`src/hdl/tkpc_pkg.sv`:
```
// Package for the top-k by play count selector.
// Holds the field widths, the slot record and the cell control struct.
// No dependencies.
package tkpc_pkg;

  localparam int KeyW   = 32;
  localparam int TagW   = 5;
  localparam int LimW   = 5;
  localparam int RankW  = 4;
  localparam int EmitCap = 16;

  localparam logic [LimW-1:0] LimitReset = LimW'(5);

  // One held record of the ranking chain
  typedef struct packed {
    logic            valid;
    logic [KeyW-1:0] key;
    logic [TagW-1:0] tag;
  } slot_t;

  // Per-cycle command broadcast to every cell
  typedef struct packed {
    logic ins;  // insert the incoming record
    logic pop;  // shift the chain toward cell 0
    logic clr;  // drop every held record
  } cell_ctrl_t;

endpackage

```
`src/hdl/tkpc_cell.sv`:
```
// One compare-and-insert cell of the ranking chain.
// Depends on tkpc_pkg for slot_t and cell_ctrl_t.
module tkpc_cell
  import tkpc_pkg::*;
(
  input  logic            clk_i,
  input  logic            rst_ni,
  input  cell_ctrl_t      ctrl_i,
  input  logic [KeyW-1:0] new_key_i,
  input  logic [TagW-1:0] new_tag_i,
  input  logic            prev_ge_i,
  input  slot_t           prev_i,
  input  slot_t           next_i,
  output logic            ge_o,
  output slot_t           slot_o
);

  logic            valid_q;
  logic [KeyW-1:0] key_q;
  logic [TagW-1:0] tag_q;
  slot_t           slot_cur, slot_d;

  assign slot_cur = '{valid: valid_q, key: key_q, tag: tag_q};

  // Held record ranks at or above the new one: ties keep arrival order
  assign ge_o   = slot_cur.valid && (slot_cur.key >= new_key_i);
  assign slot_o = slot_cur;

  // Pick the next content: clear, pop from the right, or insert/shift
  always_comb begin
    slot_d = slot_cur;
    if (ctrl_i.clr) begin
      slot_d.valid = 1'b0;
    end else if (ctrl_i.pop) begin
      slot_d = next_i;
    end else if (ctrl_i.ins) begin
      if (!prev_ge_i) begin
        slot_d = prev_i;
      end else if (!ge_o) begin
        slot_d.valid = 1'b1;
        slot_d.key   = new_key_i;
        slot_d.tag   = new_tag_i;
      end
    end
  end

  // Hold the valid bit under reset
  always_ff @(posedge clk_i or negedge rst_ni) begin
    if (!rst_ni) begin
      valid_q <= 1'b0;
    end else begin
      valid_q <= slot_d.valid;
    end
  end

  // Hold the payload
  always_ff @(posedge clk_i) begin
    key_q <= slot_d.key;
    tag_q <= slot_d.tag;
  end

endmodule

```
`src/hdl/top_k_by_play_count.sv`:
```
// Top level of the top-k by play count selector: control and the cell chain.
// Depends on tkpc_pkg and tkpc_cell.
//
// A record is taken in every cycle while busy_o is low, and enters a
// chain of MAX_REPORT compare-and-insert cells in that same cycle. On
// the record that carries last_record_i the block raises busy_o while
// it presents n results, n = min(limit clamped to 1..min(MAX_REPORT, 16),
// records kept in the batch), one result per cycle on result_valid_o,
// best first, by shifting the chain toward cell 0; the receiver cannot
// stall, so each result is on the ports for exactly one cycle. Records
// past MAX_RECORDS are dropped and set overflowed_o for the batch. The
// limit register is written through the cfg channel, which is always
// ready; write it only while the block is idle.
module top_k_by_play_count
  import tkpc_pkg::*;
#(
  parameter int MAX_REPORT  = 16,
  parameter int MAX_RECORDS = 32
) (
  input  logic             clk_i,
  input  logic             rst_ni,
  // record channel
  input  logic             start_i,
  output logic             busy_o,
  input  logic [KeyW-1:0]  play_count_i,
  input  logic [TagW-1:0]  record_tag_i,
  input  logic             last_record_i,
  // configuration channel
  input  logic             cfg_valid_i,
  output logic             cfg_ready_o,
  input  logic [LimW-1:0]  cfg_data_i,
  // result channel
  output logic             result_valid_o,
  output logic [RankW-1:0] rank_o,
  output logic [TagW-1:0]  best_tag_o,
  output logic [KeyW-1:0]  best_count_o,
  output logic             overflowed_o,
  output logic             final_result_o
);

  localparam int CntW   = $clog2(MAX_RECORDS + 1);
  localparam int CmpW   = (CntW > LimW) ? CntW : LimW;
  localparam int CapVal = (MAX_REPORT < EmitCap) ? MAX_REPORT : EmitCap;
  localparam logic [LimW-1:0] LimCap = LimW'(CapVal);

  localparam logic ST_IDLE = 1'b0;
  localparam logic ST_EMIT = 1'b1;

  logic            state_q, state_d;
  logic [CntW-1:0] seen_q, seen_d;
  logic            drop_q, drop_d;
  logic [RankW-1:0] cnt_q, cnt_d;
  logic [LimW-1:0] n_q, n_d;
  logic [LimW-1:0] limit_q;

  logic            accept;
  logic            full;
  logic [CntW-1:0] seen_new;
  logic [LimW-1:0] lim_eff;
  logic            last_out;
  cell_ctrl_t      ctrl;

  slot_t           slot_w [MAX_REPORT];
  slot_t           chain_w [MAX_REPORT+2];
  logic [MAX_REPORT-1:0] ge_w;
  logic [MAX_REPORT-1:0] prev_ge_w;
  logic [MAX_REPORT-1:0] valid_w;

  assign accept      = start_i && !busy_o;
  assign busy_o      = (state_q == ST_EMIT);
  assign cfg_ready_o = 1'b1;

  // Limit register
  always_ff @(posedge clk_i or negedge rst_ni) begin
    if (!rst_ni) begin
      limit_q <= LimitReset;
    end else if (cfg_valid_i) begin
      limit_q <= cfg_data_i;
    end
  end

  // Clamp the limit to the range the chain can report
  always_comb begin
    lim_eff = limit_q;
    if (limit_q == '0) begin
      lim_eff = LimW'(1);
    end else if (limit_q > LimCap) begin
      lim_eff = LimCap;
    end
  end

  assign full     = (seen_q >= CntW'(MAX_RECORDS));
  assign seen_new = full ? seen_q : (seen_q + CntW'(1));
  assign last_out = busy_o && ({1'b0, cnt_q} == (n_q - LimW'(1)));

  // Sequence the batch: collect records, then emit the ranked list
  always_comb begin
    state_d  = state_q;
    seen_d   = seen_q;
    drop_d   = drop_q;
    cnt_d    = cnt_q;
    n_d      = n_q;
    ctrl     = '0;
    case (state_q)
      ST_IDLE: begin
        if (accept) begin
          if (full) begin
            drop_d = 1'b1;
          end else begin
            seen_d   = seen_new;
            ctrl.ins = 1'b1;
          end
          if (last_record_i) begin
            state_d = ST_EMIT;
            cnt_d   = '0;
            if (CmpW'(seen_new) < CmpW'(lim_eff)) begin
              n_d = LimW'(CmpW'(seen_new));
            end else begin
              n_d = lim_eff;
            end
          end
        end
      end
      ST_EMIT: begin
        ctrl.pop = 1'b1;
        cnt_d    = cnt_q + RankW'(1);
        if (last_out) begin
          ctrl.clr = 1'b1;
          state_d  = ST_IDLE;
          seen_d   = '0;
          drop_d   = 1'b0;
        end
      end
      default: begin
        state_d = ST_IDLE;
      end
    endcase
  end

  // Control registers
  always_ff @(posedge clk_i or negedge rst_ni) begin
    if (!rst_ni) begin
      state_q <= ST_IDLE;
      seen_q  <= '0;
      drop_q  <= 1'b0;
      cnt_q   <= '0;
      n_q     <= LimW'(1);
    end else begin
      state_q <= state_d;
      seen_q  <= seen_d;
      drop_q  <= drop_d;
      cnt_q   <= cnt_d;
      n_q     <= n_d;
    end
  end

  // Chain ends: nothing to the left of cell 0, an empty slot past the end
  assign chain_w[0]            = '0;
  assign chain_w[MAX_REPORT+1] = '0;

  for (genvar i = 0; i < MAX_REPORT; i++) begin : g_cell
    if (i == 0) begin : g_head
      assign prev_ge_w[i] = 1'b1;
    end else begin : g_body
      assign prev_ge_w[i] = ge_w[i-1];
    end
    assign chain_w[i+1] = slot_w[i];
    assign valid_w[i]   = slot_w[i].valid;

    tkpc_cell u_cell (
      .clk_i     (clk_i),
      .rst_ni    (rst_ni),
      .ctrl_i    (ctrl),
      .new_key_i (play_count_i),
      .new_tag_i (record_tag_i),
      .prev_ge_i (prev_ge_w[i]),
      .prev_i    (chain_w[i]),
      .next_i    (chain_w[i+2]),
      .ge_o      (ge_w[i]),
      .slot_o    (slot_w[i])
    );
  end

  // Result tag and count come straight from cell 0
  assign result_valid_o = busy_o;
  assign rank_o         = cnt_q;
  assign best_tag_o     = slot_w[0].tag;
  assign best_count_o   = slot_w[0].key;
  assign overflowed_o   = drop_q;
  assign final_result_o = last_out;

  // A batch ending with a record always starts emitting next cycle
  assert property (@(posedge clk_i) disable iff (!rst_ni)
    accept && last_record_i |=> result_valid_o)
    else $error("no result after last record");

  // Every emitted result reads a held record
  assert property (@(posedge clk_i) disable iff (!rst_ni)
    result_valid_o |-> slot_w[0].valid)
    else $error("emitted an empty slot");

  // Emission runs without gaps up to the final result
  assert property (@(posedge clk_i) disable iff (!rst_ni)
    result_valid_o && !final_result_o |=> result_valid_o)
    else $error("emission stopped before final result");

  // The list is empty once the batch is reported
  assert property (@(posedge clk_i) disable iff (!rst_ni)
    final_result_o |=> (valid_w == '0) && (seen_q == '0) && !overflowed_o)
    else $error("state not cleared after batch");

endmodule

```
`config.mk`:
```
export PLATFORM = sky130hd
export DESIGN_NAME = top_k_by_play_count
export DESIGN_NICKNAME = d
export VERILOG_FILES = /design/src/hdl/tkpc_pkg.sv /design/src/hdl/tkpc_cell.sv /design/src/hdl/top_k_by_play_count.sv
export SDC_FILE = /design/constraint.sdc
export NUM_CORES = 2
export LEC_CHECK = 0
export BUFFER_PORTS_ARGS = -buffer_cell sky130_fd_sc_hd__buf_2
export CAP_MARGIN = 20
export CORE_MARGIN = 8
export CORE_UTILIZATION = 40
export CTS_CLUSTER_DIAMETER = 80
export DETAILED_ROUTE_END_ITERATION = 10
export PLACE_DENSITY_LB_ADDON = 0.15
export REMOVE_ABC_BUFFERS = 1
export SLEW_MARGIN = 20
export SYNTH_ARGS = -nofsm -noshare
export SYNTH_HDL_FRONTEND = slang
export SYNTH_HIERARCHICAL = 1
export SYNTH_SLANG_ARGS = --single-unit
```
`constraint.sdc`:
```
create_clock -name clk_i -period 9.44 [get_ports clk_i]
set_input_delay 0.944 -clock clk_i [delete_from_list [all_inputs] [get_ports clk_i]]
set_output_delay 0.944 -clock clk_i [all_outputs]
set_load 0.005 [all_outputs]
```
; Word level (Yosys, flattened, before mapping)
; Cells that the tools add are included.
[classes]
addsub = 3
shift = 0
n_reduce_logical = 58
multipliers = 0
n_eq_ne = 38
mux = 103
n_lt_le_gt_ge = 19
bitwise = 2
div = 0
[ops]
columns = cell, n
row1 = two-way mux 38 bit, 63
row2 = greater-or-equal comparator 32 bit, 16
row3 = inequality test 4 bit (second input constant), 15
row4 = AND reduction 3 bit, 19
row5 = inequality test 3 bit (second input constant), 16
row6 = AND reduction 2 bit, 17
row7 = two-way mux 1 bit, 26
row8 = two-way mux 6 bit, 4
row9 = logical AND 1 bit, 18
row10 = two-way mux 5 bit, 3
row11 = inequality test 2 bit (second input constant), 6
row12 = case mux 6 bit (2 select lines), 1
row13 = two-way mux 4 bit, 2
row14 = case mux 4 bit (2 select lines), 1
row15 = adder 6 x 1 -> 6 bit (second input constant), 1
row16 = greater-or-equal comparator 6 bit (second input constant), 1
row17 = less-than comparator 6 x 5 -> 1 bit, 1
row18 = == test 4 x 5 -> 1 bit, 1
row19 = greater-than comparator 5 bit (second input constant), 1
row20 = zero test 5 bit, 1
row21 = subtractor 5 x 1 -> 5 bit (second input constant), 1
row22 = adder 4 x 1 -> 4 bit (second input constant), 1
row23 = case mux 1 bit (2 select lines), 2
row24 = nonzero test 3 bit, 1
row25 = 4 further kinds, 5
[totals]
mem_bits_ro = 0
output_inout_bits = 46
input_bits = 47
mem_bits_rw = 0
register_bits = 630
n_memories = 0
word_cells = 277
latchBits = 0

; Longest topological paths before layout
[depth]
depth_word = 7
depth_mapped = 13

; Cells and area by module
; The synthesis kept the hierarchy.
[modules_own_cells]
columns = module, n_inst, area_per_inst_um2, cells_each, seq_area_each_um2
row1 = tkpc_cell, 16, 2765.2, 291, 1136.1
row2 = top_k_by_play_count, 1, 1363.8, 141, 554.3

; Worst setup path before layout
; OpenSTA, ideal clock, no wires.
[synth_path]
path_kind = reg-to-reg
from = reg state_q, in the netlist busy_o
to = reg g_cell[0].u_cell.key_q[0] (enable)
setup_time_ns = 0.542
required_ns = 8.898
path_stages_with_launch = 7
path_slack_ns = 4.310
synth_period_minus_slack_ns = 5.130
t_arrival_ns = 4.588
path_cell_list = dfrtp_1 > clkbuf_1 > nand2_1 > a2111oi_4 > nor2b_1 > a21oi_1 > o21ai_1
[synth_rtl]
columns = item, line
row1 = from (decl), top_k_by_play_count.sv:49  ; logic state_q, state_d;
row2 = from (signal assigned), top_k_by_play_count.sv:149  ; state_q <= state_d;
row3 = logical AND 1 bit, top_k_by_play_count.sv:94  ; assign last_out = busy_o && ({1'b0, cnt_q} == (n_q - LimW'(1)));
row4 = net final_result_o, top_k_by_play_count.sv:38  ; output logic final_result_o
row5 = two-way mux 1 bit, top_k_by_play_count.sv:127  ; if (last_out) begin
row6 = two-way mux 2 bit, top_k_by_play_count.sv:104  ; case (state_q)
row7 = NOT 1 bit (no line), --
row8 = AND reduction 3 bit (no line), --
row9 = to (signal assigned), tkpc_cell.sv:58  ; key_q <= slot_d.key;
row10 = to (decl), tkpc_cell.sv:19  ; logic [KeyW-1:0] key_q;
; The timed path passes the listed nets, and every way through them passes these cells.
; A chain may end at the register's enable or synchronous reset.

; Worst setup path in the final report
[layout_path]
from = in play_count_i[31]
to = reg g_cell[12].u_cell.key_q[0] (enable)
[layout_between]
elab_chain_cells = 4
[layout_lines]
columns = item, line
row1 = from (decl), top_k_by_play_count.sv:25  ; input logic [KeyW-1:0] play_count_i,
row2 = greater-or-equal comparator 32 bit, tkpc_cell.sv:26  ; assign ge_o = slot_cur.valid && (slot_cur.key >= new_key_i);
row3 = logical AND 1 bit, tkpc_cell.sv:26
row4 = net ge_w[11], top_k_by_play_count.sv:65  ; logic [MAX_REPORT-1:0] ge_w;
row5 = inequality test 3 bit (no line), --
row6 = AND reduction 3 bit (no line), --
row7 = to (signal assigned), tkpc_cell.sv:58
row8 = to (decl), tkpc_cell.sv:19
; The timed path passes the listed nets, and every way through them passes these cells.

==> results.cfg <==
[status]
status = completed

[placement]
portBuffers = 91
routabilityCongestion = 0.796
dp_hpwl_mm = 83.8

[sta]
hold_viol = 0
maxSlewViolCount = 0
fin_worst_skew_ps = 20.6
final.period_utilization_pct = 53.5
slew_headroom_pct = 33.9
timing.fmax_mhz = 198
tightestPinTransition_ps = 982
period_needed_ps = 5050
rsz0062_at_grt = no
fin_tns_setup_ps = 0
setup_viol = 0

[critical_path]
rr_endpoint = g_cell[12].u_cell/key_q[0]$_DFFE_PP_
crit_path_end_kind = flip-flop
path_common_cell = buf_4
reg2reg_depth = 11
critPathLaunchType = input pin
r2r_slack_ps = 4870
cp_top_family = buffers and inverters
r2r-start = g_cell[11].u_cell/key_q[30]$_DFFE_PP_
cpMaxStageDelayCell = nor4_1
crit_type = in -> reg
crit_arrival_ps = 5390
cp.required_ps = 9780
max_stage_delay_ps = 840
critPathMaxFanout = 39
cp_cell_sequence = buf_2 > buf_4 > inv_1 > ha_1 > nand4_1 > nor4_1 > o211ai_1 > a31oi_1 > or3b_2 > buf_4 > nor2_1 > a21oi_1 > o21ai_4 > buf_4
crit_buf_inv = 5

[worst_hold_path]
min_path_type = in -> async

[finish]
fillers = 11000
final_util_pct = 44.4
ff_latch_area_um2 = 18700
area_growth_pct = 10.8
multi_input_area_um2 = 24200
nets = 5451
final_layout_size_suffix_gt1_share_pct = 6.93
num_antenna_cells = 0

[route]
post_drt_wl_per_cell_um = 18.1
drt_first_pass_iters = 5
wl_mm = 117
vias = 34300
drt_iter0_drc = 1859
drc = 0
viasPerCell = 5.30
ant_nets = 0

[pwr]
finalPower_w = 0.0168
p_clk_share_pct = 18.5
pwr-share-seq_pct = 40.0
p_leak_nw = 22.2
p_sw_share_pct = 40.4
p_int_w = 0.00999
power.switching_w = 0.00677
ir_drop_mv = 0.167
powerDensity_nw_per_um2 = 332
combPwrFrac_pct = 41.5

[clock_network]
cts_resized = 0
cts_sinks = 630
clock_latency_ps = 650
clk_path_buf_depth = 3
numCtsBuffers = 81
cts-root-buf = clkbuf_16
path_clk_slew_ps = 60
holdBufCountCts = 0
tritoncts = built
cts_max_level = 3
postCtsSetupBuffers = 0

[die]
dieArea_um2 = 125000
io-pin-count = 93
fp.coreArea_um2 = 114000
die_h_um = 354
start_util_pct = 40.1
num_rows = 124
die_w_um = 354

[synth]
syn_avg_cell_area_um2 = 9.51
netlist_area_um2 = 45600
yosysWarnings = 6
synthCells = 4795

[global_routing]
grt_pass1_wl_mm = 190
antenna_found_initial = 0
overflow = 0
grt_usage_pct = 18.2
grt_max_degree = 252
grt_pass1_vias = 34900

[job]
cap_violations = 0
cells in the final DEF, fill, tap and decap left out, types with 5 or more instances in the layout:
| cell | n |
|---|---|
| nor2b_1 | 35 |
| a21boi_0 | 16 |
| a211oi_1 | 16 |
| bufinv_16 | 7 |
| nand4_1 | 81 |
| nand2_1 | 741 |
| clkbuf_1 | 20 |
| a21oi_1 | 228 |
| a2111oi_2 | 16 |
| o21ai_0 | 711 |
| a31oi_1 | 16 |
| dfrtp_1 | 34 |
| or4_1 | 16 |
| a22oi_1 | 16 |
| mux2i_1 | 596 |
| a221oi_1 | 16 |
| o211ai_1 | 16 |
| inv_1 | 555 |
| nor4_1 | 16 |
| xnor2_1 | 5 |
| buf_4 | 67 |
| edfxtp_1 | 592 |
| conb_1 | 78 |
| clkinv_2 | 8 |
| o21a_1 | 16 |
| ha_1 | 519 |
| buf_2 | 91 |
| clkbuf_16 | 82 |
| clkinv_1 | 23 |
| xor2_1 | 5 |
| or3b_2 | 15 |
| nand3_1 | 68 |
| nand2b_4 | 16 |
| o21ai_4 | 16 |
| nor3_1 | 19 |
| nor2_1 | 138 |
routing by layer:
| metal | share of wire [%] | vias up | global-route usage (%) |
|---|---|---|---|
| met1 | 47 | 16500 | 24.7 |
| met3 | 2.9 | 134 | 2.22 |
| met4 | 1.8 | 0 | 4.01 |
| met5 | 0 | - | 0 |
| met2 | 48 | 411 | 31.0 |
| li1 | - | 17200 | - |
stage by stage:
| stage | hold slack, ps | instances | area [um2] | setup WS (ps) |
|---|---|---|---|---|
| 2_1_floorplan | 471 | 4641 | 44800 | -11990 |
| 3_3_place_gp | 508 | 6314 | 47900 | 3850 |
| 3_5_place_dp | 514 | 6314 | 47900 | 3840 |
| 4_1_cts | 359 | 6464 | 50500 | 4550 |
| 5_1_grt | 397 | 6464 | 50500 | 4120 |
| 6_report | 385 | 6464 | 50500 | 4390 |
worst reg2reg max path, delay by kind of cell (launching register included):
| family | cells | cell delay, ps |
|---|---|---|
| buffers and inverters | 2 | 870 |
| AND/OR/NAND/NOR | 4 | 1400 |
| adder cells (fa/ha/maj) | 1 | 350 |
| flip-flops | 1 | 440 |
| AO/OA/AOI/OAI | 4 | 1210 |
final cells by class:
class | instances | area share [%]
Timing Repair Buffer | 161 | 2.02
Inverter | 556 | 4.13
Clock buffer | 105 | 4.29
Clock inverter | 45 | 0.830
Multi-Input combinational cell | 3455 | 47.9
Sequential cell | 630 | 37.1
Tap cell | 1512 | 3.75
worst max path at each step:
stage / from / endpoint / slack (ps) / cells after the start
2_1_floorplan: busy_o$_DFF_PN0_ / g_cell[0].u_cell/key_q[0]$_DFFE_PP_ / -11990 / 5
3_3_place_gp: play_count_i[5] / g_cell[15].u_cell/tag_q[3]$_DFFE_PP_ / 3850 / 13
3_5_place_dp: play_count_i[5] / g_cell[15].u_cell/tag_q[4]$_DFFE_PP_ / 3840 / 13
4_1_cts: play_count_i[7] / g_cell[15].u_cell/tag_q[4]$_DFFE_PP_ / 4550 / 13
5_1_grt: play_count_i[31] / g_cell[13].u_cell/tag_q[1]$_DFFE_PP_ / 4120 / 14
6_report: play_count_i[31] / g_cell[12].u_cell/key_q[0]$_DFFE_PP_ / 4390 / 14
registers in the layout, indices dropped and copies added, names as in the netlist:
name and count:
rank_o 4, busy_o 1, overflowed_o 1, g_cell.u_cell/key_q 512, seen_q 6, g_cell.u_cell/tag_q 80, limit_q 5, n_q 5
g_cell.u_cell/valid_q 16
power by group through the flow:
stage / logic (W) / clock network (W) / registers [W]
global placement: 0.00677 / 0 / 0.00681
global route: 0.00803 / 0.00329 / 0.00693
floorplan: 0.00561 / 0 / 0.00659
detailed placement: 0.00699 / 0 / 0.00678
CTS: 0.00702 / 0.00320 / 0.00676
finish: 0.00696 / 0.00310 / 0.00671
(Power assumes the default switching activity.)
